===== src/ipv4_pkg.sv =====
// ----------------------------------------------------------------------------
// ipv4_pkg: shared types and constants for the dotted address parser
// Parse phases, part radix codes and the character codes the parser tests.
// ----------------------------------------------------------------------------
package ipv4_pkg;

  typedef enum logic [2:0] {
    PH_START  = 3'd0,
    PH_ZERO   = 3'd1,
    PH_DIGITS = 3'd2,
    PH_TRAIL  = 3'd3,
    PH_ERROR  = 3'd4
  } phase_e;

  typedef enum logic [1:0] {
    RX_DEC = 2'd0,
    RX_OCT = 2'd1,
    RX_HEX = 2'd2
  } radix_e;

  localparam int unsigned MaxParts = 4;
  localparam logic [1:0] LastPartIdx = 2'(MaxParts - 1);

  localparam logic [7:0] ChNul   = 8'h00;
  localparam logic [7:0] ChZero  = 8'h30;
  localparam logic [7:0] ChNine  = 8'h39;
  localparam logic [7:0] ChDot   = 8'h2e;
  localparam logic [7:0] ChSpace = 8'h20;
  localparam logic [7:0] ChTab   = 8'h09;
  localparam logic [7:0] ChCr    = 8'h0d;
  localparam logic [7:0] ChLowX  = 8'h78;
  localparam logic [7:0] ChUpX   = 8'h58;
  localparam logic [7:0] ChLowA  = 8'h61;
  localparam logic [7:0] ChLowF  = 8'h66;
  localparam logic [7:0] ChUpA   = 8'h41;
  localparam logic [7:0] ChUpF   = 8'h46;

endpackage


===== src/ipv4_dotted_address_parser.sv =====
// ----------------------------------------------------------------------------
// ipv4_dotted_address_parser: streaming textual IPv4 address parser
// Takes one ASCII character per transaction and reports the parsed address
// when the terminating NUL arrives.
// ----------------------------------------------------------------------------
// Usage:
//   Input channel (in_valid_i / in_stall_o / ch_i) carries one character per
//   transaction, text in the a, a.b, a.b.c or a.b.c.d form; each part is
//   decimal, octal (leading 0) or hex (leading 0x). A NUL character ends the
//   string. Only the NUL transaction produces a result, on the output channel
//   (out_valid_o / out_stall_i / valid_res_o / address_o); address_o is zero
//   when valid_res_o is low.
//   Every character is handled by the digit/dot decode and the shift-add
//   accumulator, so one character is taken per clock while in_stall_o is low.
//   The result is held in an output register and shows up the cycle after
//   the NUL is accepted.
//   While a result waits and out_stall_i is high, in_stall_o is raised; with
//   the output register free or being drained the input is never stalled.
//   Reset clears the parse state and the output valid flag, not the result
//   payload; the block takes characters from the first cycle after reset.
// ----------------------------------------------------------------------------
module ipv4_dotted_address_parser (
  input  logic        clk_i,
  input  logic        rst_ni,
  input  logic        in_valid_i,
  output logic        in_stall_o,
  input  logic [7:0]  ch_i,
  output logic        out_valid_o,
  input  logic        out_stall_i,
  output logic        valid_res_o,
  output logic [31:0] address_o
);

  ipv4_pkg::phase_e phase_q, phase_d;
  ipv4_pkg::radix_e radix_q, radix_d;
  logic [31:0] accum_q, accum_d;
  logic        ovf_q, ovf_d;
  logic [1:0]  part_cnt_q, part_cnt_d;
  logic [7:0]  part0_q;
  logic [15:0] part1_q;
  logic [23:0] part2_q;
  logic        out_valid_q, out_valid_d;
  logic        valid_res_q, valid_res_d;
  logic [31:0] address_q, address_d;

  logic        in_acc;
  logic        is_nul;
  logic        is_dec;
  logic        is_hex_alpha;
  logic        is_space;
  logic        is_x;
  logic        is_dot;
  logic [3:0]  digit;
  logic [35:0] prod;
  logic [35:0] sum;
  logic        fin_ok;
  logic [31:0] fin_addr;
  logic        part_wr;

  assign in_stall_o = out_valid_q & out_stall_i;
  assign in_acc     = in_valid_i & ~in_stall_o;
  assign is_nul     = (ch_i == ipv4_pkg::ChNul);

  // character classes
  always_comb begin
    is_dec       = (ch_i >= ipv4_pkg::ChZero) && (ch_i <= ipv4_pkg::ChNine);
    is_space     = (ch_i == ipv4_pkg::ChSpace) ||
                   ((ch_i >= ipv4_pkg::ChTab) && (ch_i <= ipv4_pkg::ChCr));
    is_x         = (ch_i == ipv4_pkg::ChLowX) || (ch_i == ipv4_pkg::ChUpX);
    is_dot       = (ch_i == ipv4_pkg::ChDot);
    is_hex_alpha = 1'b0;
    digit        = 4'(ch_i - ipv4_pkg::ChZero);
    if ((ch_i >= ipv4_pkg::ChLowA) && (ch_i <= ipv4_pkg::ChLowF)) begin
      is_hex_alpha = 1'b1;
      digit        = 4'(ch_i - ipv4_pkg::ChLowA + 8'd10);
    end else if ((ch_i >= ipv4_pkg::ChUpA) && (ch_i <= ipv4_pkg::ChUpF)) begin
      is_hex_alpha = 1'b1;
      digit        = 4'(ch_i - ipv4_pkg::ChUpA + 8'd10);
    end
  end

  // accumulator times radix plus digit
  always_comb begin
    case (radix_q)
      ipv4_pkg::RX_HEX: prod = {accum_q, 4'b0};
      ipv4_pkg::RX_OCT: prod = {1'b0, accum_q, 3'b0};
      default:          prod = {1'b0, accum_q, 3'b0} + {3'b0, accum_q, 1'b0};
    endcase
    sum = prod + 36'(digit);
  end

  // address assembly at end of string
  always_comb begin
    fin_ok   = 1'b0;
    fin_addr = '0;
    if ((phase_q == ipv4_pkg::PH_ZERO) || (phase_q == ipv4_pkg::PH_DIGITS) ||
        (phase_q == ipv4_pkg::PH_TRAIL)) begin
      case (part_cnt_q)
        2'd0: begin
          fin_ok   = 1'b1;
          fin_addr = accum_q;
        end
        2'd1: begin
          fin_ok   = ~ovf_q && (accum_q[31:24] == '0);
          fin_addr = accum_q | {part0_q, 24'b0};
        end
        2'd2: begin
          fin_ok   = ~ovf_q && (accum_q[31:16] == '0);
          fin_addr = accum_q | {part0_q, 24'b0} | {part1_q, 16'b0};
        end
        default: begin
          fin_ok   = ~ovf_q && (accum_q[31:8] == '0);
          fin_addr = accum_q | {part0_q, 24'b0} | {part1_q, 16'b0}
                     | {part2_q, 8'b0};
        end
      endcase
    end
    if (!fin_ok) begin
      fin_addr = '0;
    end
  end

  // parse state update
  always_comb begin
    phase_d    = phase_q;
    radix_d    = radix_q;
    accum_d    = accum_q;
    ovf_d      = ovf_q;
    part_cnt_d = part_cnt_q;
    part_wr    = 1'b0;
    if (in_acc) begin
      if (is_nul) begin
        phase_d    = ipv4_pkg::PH_START;
        radix_d    = ipv4_pkg::RX_DEC;
        accum_d    = '0;
        ovf_d      = 1'b0;
        part_cnt_d = '0;
      end else begin
        unique case (phase_q)
          ipv4_pkg::PH_START: begin
            if (!is_dec) begin
              phase_d = ipv4_pkg::PH_ERROR;
            end else begin
              ovf_d = 1'b0;
              if (ch_i == ipv4_pkg::ChZero) begin
                radix_d = ipv4_pkg::RX_OCT;
                accum_d = '0;
                phase_d = ipv4_pkg::PH_ZERO;
              end else begin
                radix_d = ipv4_pkg::RX_DEC;
                accum_d = 32'(digit);
                phase_d = ipv4_pkg::PH_DIGITS;
              end
            end
          end
          ipv4_pkg::PH_ZERO, ipv4_pkg::PH_DIGITS: begin
            phase_d = ipv4_pkg::PH_DIGITS;
            if ((phase_q == ipv4_pkg::PH_ZERO) && is_x) begin
              radix_d = ipv4_pkg::RX_HEX;
            end else if (is_dec || (is_hex_alpha && (radix_q == ipv4_pkg::RX_HEX))) begin
              accum_d = sum[31:0];
              ovf_d   = ovf_q | (sum[35:32] != '0);
            end else if (is_dot) begin
              if (part_cnt_q >= ipv4_pkg::LastPartIdx) begin
                phase_d = ipv4_pkg::PH_ERROR;
              end else begin
                part_wr    = 1'b1;
                part_cnt_d = part_cnt_q + 2'd1;
                phase_d    = ipv4_pkg::PH_START;
              end
            end else if (is_space) begin
              phase_d = ipv4_pkg::PH_TRAIL;
            end else begin
              phase_d = ipv4_pkg::PH_ERROR;
            end
          end
          ipv4_pkg::PH_TRAIL: begin
            phase_d = ipv4_pkg::PH_TRAIL;
          end
          default: begin
            phase_d = ipv4_pkg::PH_ERROR;
          end
        endcase
      end
    end
  end

  // output register
  always_comb begin
    out_valid_d = out_valid_q & out_stall_i;
    valid_res_d = valid_res_q;
    address_d   = address_q;
    if (in_acc && is_nul) begin
      out_valid_d = 1'b1;
      valid_res_d = fin_ok;
      address_d   = fin_addr;
    end
  end

  always_ff @(posedge clk_i or negedge rst_ni) begin
    if (!rst_ni) begin
      phase_q     <= ipv4_pkg::PH_START;
      radix_q     <= ipv4_pkg::RX_DEC;
      accum_q     <= '0;
      ovf_q       <= 1'b0;
      part_cnt_q  <= '0;
      out_valid_q <= 1'b0;
    end else begin
      phase_q     <= phase_d;
      radix_q     <= radix_d;
      accum_q     <= accum_d;
      ovf_q       <= ovf_d;
      part_cnt_q  <= part_cnt_d;
      out_valid_q <= out_valid_d;
    end
  end

  // earlier parts and result payload
  always_ff @(posedge clk_i) begin
    valid_res_q <= valid_res_d;
    address_q   <= address_d;
    if (part_wr) begin
      case (part_cnt_q)
        2'd0:    part0_q <= accum_q[7:0];
        2'd1:    part1_q <= accum_q[15:0];
        default: part2_q <= accum_q[23:0];
      endcase
    end
  end

  assign out_valid_o = out_valid_q;
  assign valid_res_o = valid_res_q;
  assign address_o   = address_q;

`ifndef SYNTHESIS
  a_rise_after_nul: assert property (@(posedge clk_i) disable iff (!rst_ni)
    $rose(out_valid_q) |-> $past(in_valid_i && !in_stall_o && (ch_i == ipv4_pkg::ChNul)))
    else $error("result without end of string");

  a_invalid_zero: assert property (@(posedge clk_i) disable iff (!rst_ni)
    (out_valid_o && !valid_res_o) |-> (address_o == '0))
    else $error("invalid result with nonzero address");

  a_nul_clears: assert property (@(posedge clk_i) disable iff (!rst_ni)
    (in_acc && is_nul) |=> ((phase_q == ipv4_pkg::PH_START) && (part_cnt_q == '0)
                            && (accum_q == '0) && !ovf_q))
    else $error("state not cleared after end of string");

  a_stall_needs_result: assert property (@(posedge clk_i) disable iff (!rst_ni)
    in_stall_o |-> out_valid_o)
    else $error("input stalled with empty output register");

  a_error_sticky: assert property (@(posedge clk_i) disable iff (!rst_ni)
    ((phase_q == ipv4_pkg::PH_ERROR) && !(in_acc && is_nul)) |=>
      (phase_q == ipv4_pkg::PH_ERROR))
    else $error("error phase left before end of string");
`endif

endmodule

===== config.mk =====
export PLATFORM = sky130hd
export DESIGN_NAME = ipv4_dotted_address_parser
export DESIGN_NICKNAME = d
export VERILOG_FILES = /design/src/ipv4_pkg.sv /design/src/ipv4_dotted_address_parser.sv
export SDC_FILE = /design/constraint.sdc
export NUM_CORES = 1
export LEC_CHECK = 0
export ABC_CLOCK_PERIOD_IN_PS = 5880
export BUFFER_PORTS_ARGS = -buffer_cell sky130_fd_sc_hd__buf_4
export CAP_MARGIN = 5
export CORE_ASPECT_RATIO = 2
export CORE_UTILIZATION = 46
export CTS_CLUSTER_DIAMETER = 50
export DETAILED_ROUTE_END_ITERATION = 10
export HOLD_SLACK_MARGIN = 0.1
export PLACE_DENSITY_LB_ADDON = 0.1
export RECOVER_POWER = 100
export SLEW_MARGIN = 40
export SYNTH_ARGS = -nofsm -noshare
export SYNTH_HDL_FRONTEND = slang
export SYNTH_SLANG_ARGS = --single-unit

===== constraint.sdc =====
create_clock -name clk_i -period 5.88 [get_ports clk_i]
set_clock_uncertainty 0.2 [all_clocks]
set_input_delay 0.588 -clock clk_i [delete_from_list [all_inputs] [get_ports clk_i]]
set_output_delay 0.588 -clock clk_i [all_outputs]
set_load 0.005 [all_outputs]

==> summary.md <==
| Metric | Value |
|---|---|
| RR Startpoint | accum_q[0]$_DFFE_PN0P_ |
| Most numerous cell in the Yosys netlist | nand2_1 |
| ANT cells | 0 |
| Slew Limit Headroom | -0.597 |
| Gpl congestion | about 0.9 |
| Comb pwr share | 0.117 |
| Area of the mapped netlist | between 8000 and 9000 um2 |
| Initial core utilization | 0.467 |
| Max frequency | between 0.15 and 0.2 GHz |
| Final nets | 1020 |
| Pwr dens | 243 nW/um2 |
| Post-synth EDFFs | between 80 and 90 |
| Postcts setup bufs | 0 |
| Status | finished with violations |
| Lkg Pwr | about 3.8 nW |
| Post-Syn Nets | just under 1000 |
| Failing checks | design-rule violations, max-capacitance violations, max-slew violations |
| Worst skew pair latency | about 0.46 ns |
| Post-Synthesis Cells | slightly above 900 |
| Clock power frac | 0.489 |
| Root buffer cell | clkbuf_16 |
| # IOs | between 40 and 50 |
| Max-slew violation count | between 100 and 150 |
| Top-area cell type share of the netlist area | 0.286 |
| HPWL Detailed | between 15 and 20 mm |
| Flop-to-flop setup slack | ~0.8 ns |
| Setup repair after global routing missed its margin | no |
| Internal Power | roughly 1.8 mW |
| Grt met3 use | 0.0284 |
| Crit. End Element | flop |
| Met1 Use GR | 0.278 |
| CTS buffer count | 25 |
| Cell taking the most area after synthesis | edfxtp_1 |
| Total gr overflow | 0 |
| Global routing usage on met2 | 0.544 |
| Hold Crit Class | input port to flop |
| Total track usage | 0.281 |
| Fin crit period | between 5 and 6 ns |
| Sw Share | 0.239 |
| Asr flop ratio synth | 0.336 |
| Clock slew at reported path FFs | 0.05 ns |
| Drt initial violations | 386 |
| WL/cell | about 22 um |
| DR vias | 7546 |
| Row cnt | 70 |
| Clock sink count | approximately 120 |
| Final-report setup violation count | 0 |
| Commonest cells in the netlist | nand2_1 (94), edfxtp_1 (81), o21ai_0 (74) |
| Worst Hold Depth | 3 |
| Post-Layout Cell Count | between 1000 and 1500 |
| # Max-Cap Violations | 3 |
| Detail Route Antenna Nets | 0 |
| Setup Crit Path Kind | flop to flop |
| Flop pwr share | 0.395 |
| Min-delay src | out_stall_i |
| CP startpoint kind | flop |
| # fillers | 1748 |
| Vias in the first global route | roughly 7500 |
| PortBufs | between 40 and 50 |
| WHS Endpoint | out_valid_o$_DFF_PN0_ |
| Core Util, Final | 0.530 |
| Worst Tran Pin Value | 2.40 ns |
| Peak supply drop | about 0.15 mV |
| DP Cell Count | between 1000 and 1500 |
| CP arrival | about 5.2 ns |
| Prevailing post-synth register cell | edfxtp_1 |
| Detailed-router iteration count before antenna repair | 11 |
| Avg Inst Size Synth | 9.29 um2 |
| R2R cell count | 13 |
| Largest net degree at the start of global routing | about 70 |
| First-pass GRT wire length | 41.0 mm |
| CTS tree | built |
| Final hold vios | 0 |
| Final worst slack | 0.801 ns |
| Synth warn | 0 |
| Die area | between 15000 and 20000 um2 |
| Largest fanout on the critical path | 9 |
| Setup TNS | 0 ns |
| Placeable core region | about 18000 um2 |
| Part of the cycle the worst path needs | 0.864 |
| Switching pwr | 0.561 mW |
| Post-Place Setup Slack | roughly 0.57 ns |
| Seq/Total Area, Yosys | 0.407 |
| H-tree depth | 4 |
| Worst flop-to-flop path endpoint | ovf_q$_DFFE_PN0P_ |
| P&R area growth vs syn | 13.6% |
| Vias per Instance | between 6 and 7 |
| Die Span X | roughly 98 um |
| Die outline height | a little under 200 um |
| CTS max path bufs | 3 |
| Initial antenna violation count | 0 |
| GRT Max-Usage Layer | met2 |
| Most area-consuming cells after synthesis | edfxtp_1 (29%), dfrtp_1 (12%), ha_1 (6.3%) |
| Distinct cells, synth | 84 |
| Total Wirelength | roughly 26 mm |
| Remaining DRCs | 1 |
| Critical path data required time | 6.01 ns |
| Register bit total from synthesis | 122 |
| Layout cells sized above 1 | 0.110 |
registers in the layout, summed over array words and instances, names as in the netlist:
| signal | count |
|---|---|
| accum_q | 32 |
| address_o | 32 |
| part2_q | 24 |
| part1_q | 16 |
| part0_q | 8 |
| phase_q | 3 |
| part_cnt_q | 2 |
| radix_q | 2 |
| out_valid_o | 1 |
| ovf_q | 1 |
| valid_res_o | 1 |
cells by family after synthesis:
kind of cell               share of synthesized area
AOI/OAI and AO/OA                              0.241
adders and majority gates                     0.0680
buffers and inverters                         0.0344
and+or+nand+nor                                0.201
xor gates and xnor gates                      0.0422
muxes                                        0.00721
DFF                                            0.407
layer usage:
metal / share of wire / vias up
met5: 0 / -
met4: 0.057 / 0
met3: 0.030 / 73
met2: 0.56 / 211
met1: 0.36 / 3663
li1: - / 3599
per-stage QoR:
stage / instance area (um2) / hold slack (ns) / total power, mW
6_report: 9660 / 0.217 / 2.34
5_1_grt: 9660 / 0.253 / 2.42
2_1_floorplan: 8510 / 0.0924 / 1.14
3_5_place_dp: 9090 / 0.315 / 1.21
4_1_cts: 9770 / 0.213 / 2.35
3_3_place_gp: 9090 / 0.306 / 1.21
area by class of cell:
class | instances | area [um2] | area share
multi-input combinational | 722 | 4730 | 0.490
sequential | 122 | 3460 | 0.358
clock buffer | 30 | 654 | 0.0677
timing repair buffer | 68 | 445 | 0.0461
tap | 216 | 270 | 0.0280
inverter | 24 | 90.1 | 0.00932
clock inverter | 3 | 13.8 | 0.00142
worst max path at each step:
| stage | startpoint | end | slack (ns) |
|---|---|---|---|
| after floorplan | radix_q[0]$_DFFE_PN0P_ | ovf_q$_DFFE_PN0P_ | 0.82 |
| after global placement | ch_i[0] | ovf_q$_DFFE_PN0P_ | 0.66 |
| after detailed placement | ch_i[0] | ovf_q$_DFFE_PN0P_ | 0.57 |
| after CTS | ch_i[0] | ovf_q$_DFFE_PN0P_ | 1.03 |
| after global routing | ch_i[0] | ovf_q$_DFFE_PN0P_ | 0.46 |
| final | accum_q[0]$_DFFE_PN0P_ | ovf_q$_DFFE_PN0P_ | 0.80 |
timing repair:
action,CTS,global route
resized for setup,0,0
hold buffers,1,0
endpoints found under the hold margin,41,0
power by group through the flow:
stage          registers, mW  clock network (mW)  logic [mW]
6_report               0.926                1.15       0.273
5_1_grt                0.926                1.20       0.299
4_1_cts                0.926                1.15       0.272
3_5_place_dp           0.941                   0       0.271
3_3_place_gp           0.941                   0       0.270
2_1_floorplan          0.936                   0       0.200
cells in the final DEF (no fill, tap or decap), types with 11 or more instances in the layout:
| master | Yosys | final |
|---|---|---|
| a221oi_1 | 17 | 17 |
| nor2_1 | 65 | 65 |
| nand2_1 | 94 | 94 |
| ha_1 | 43 | 42 |
| inv_1 | 24 | 24 |
| o21ai_0 | 74 | 75 |
| clkbuf_1 | 24 | 22 |
| xnor2_1 | 21 | 21 |
| clkbuf_16 | 0 | 25 |
| nand3_1 | 13 | 13 |
| dfrtp_1 | 41 | 41 |
| nor3_1 | 35 | 35 |
| buf_4 | 0 | 14 |
| a31oi_1 | 14 | 14 |
| edfxtp_1 | 81 | 81 |
| xor2_1 | 20 | 20 |
| a21oi_1 | 72 | 72 |
| clkbuf_4 | 0 | 35 |
| nor4_1 | 10 | 11 |
| and3_1 | 11 | 11 |
| nand4_1 | 19 | 19 |
| or3_1 | 14 | 14 |
critical path, stage by stage, from the launching register on:
cell	delay, ns
dfrtp_1	0.65
ha_1	0.34
fa_1	0.26
a211oi_2	0.11
o31ai_2	0.62
a311o_1	0.28
mux2i_1	0.08
nor3_1	0.40
nand4_2	0.25
or4_4	0.56
nor4_1	0.58
a31oi_1	0.18
nor4bb_1	0.32
o31ai_1	0.10
No activity file was read; power rests on OpenSTA's default activity.
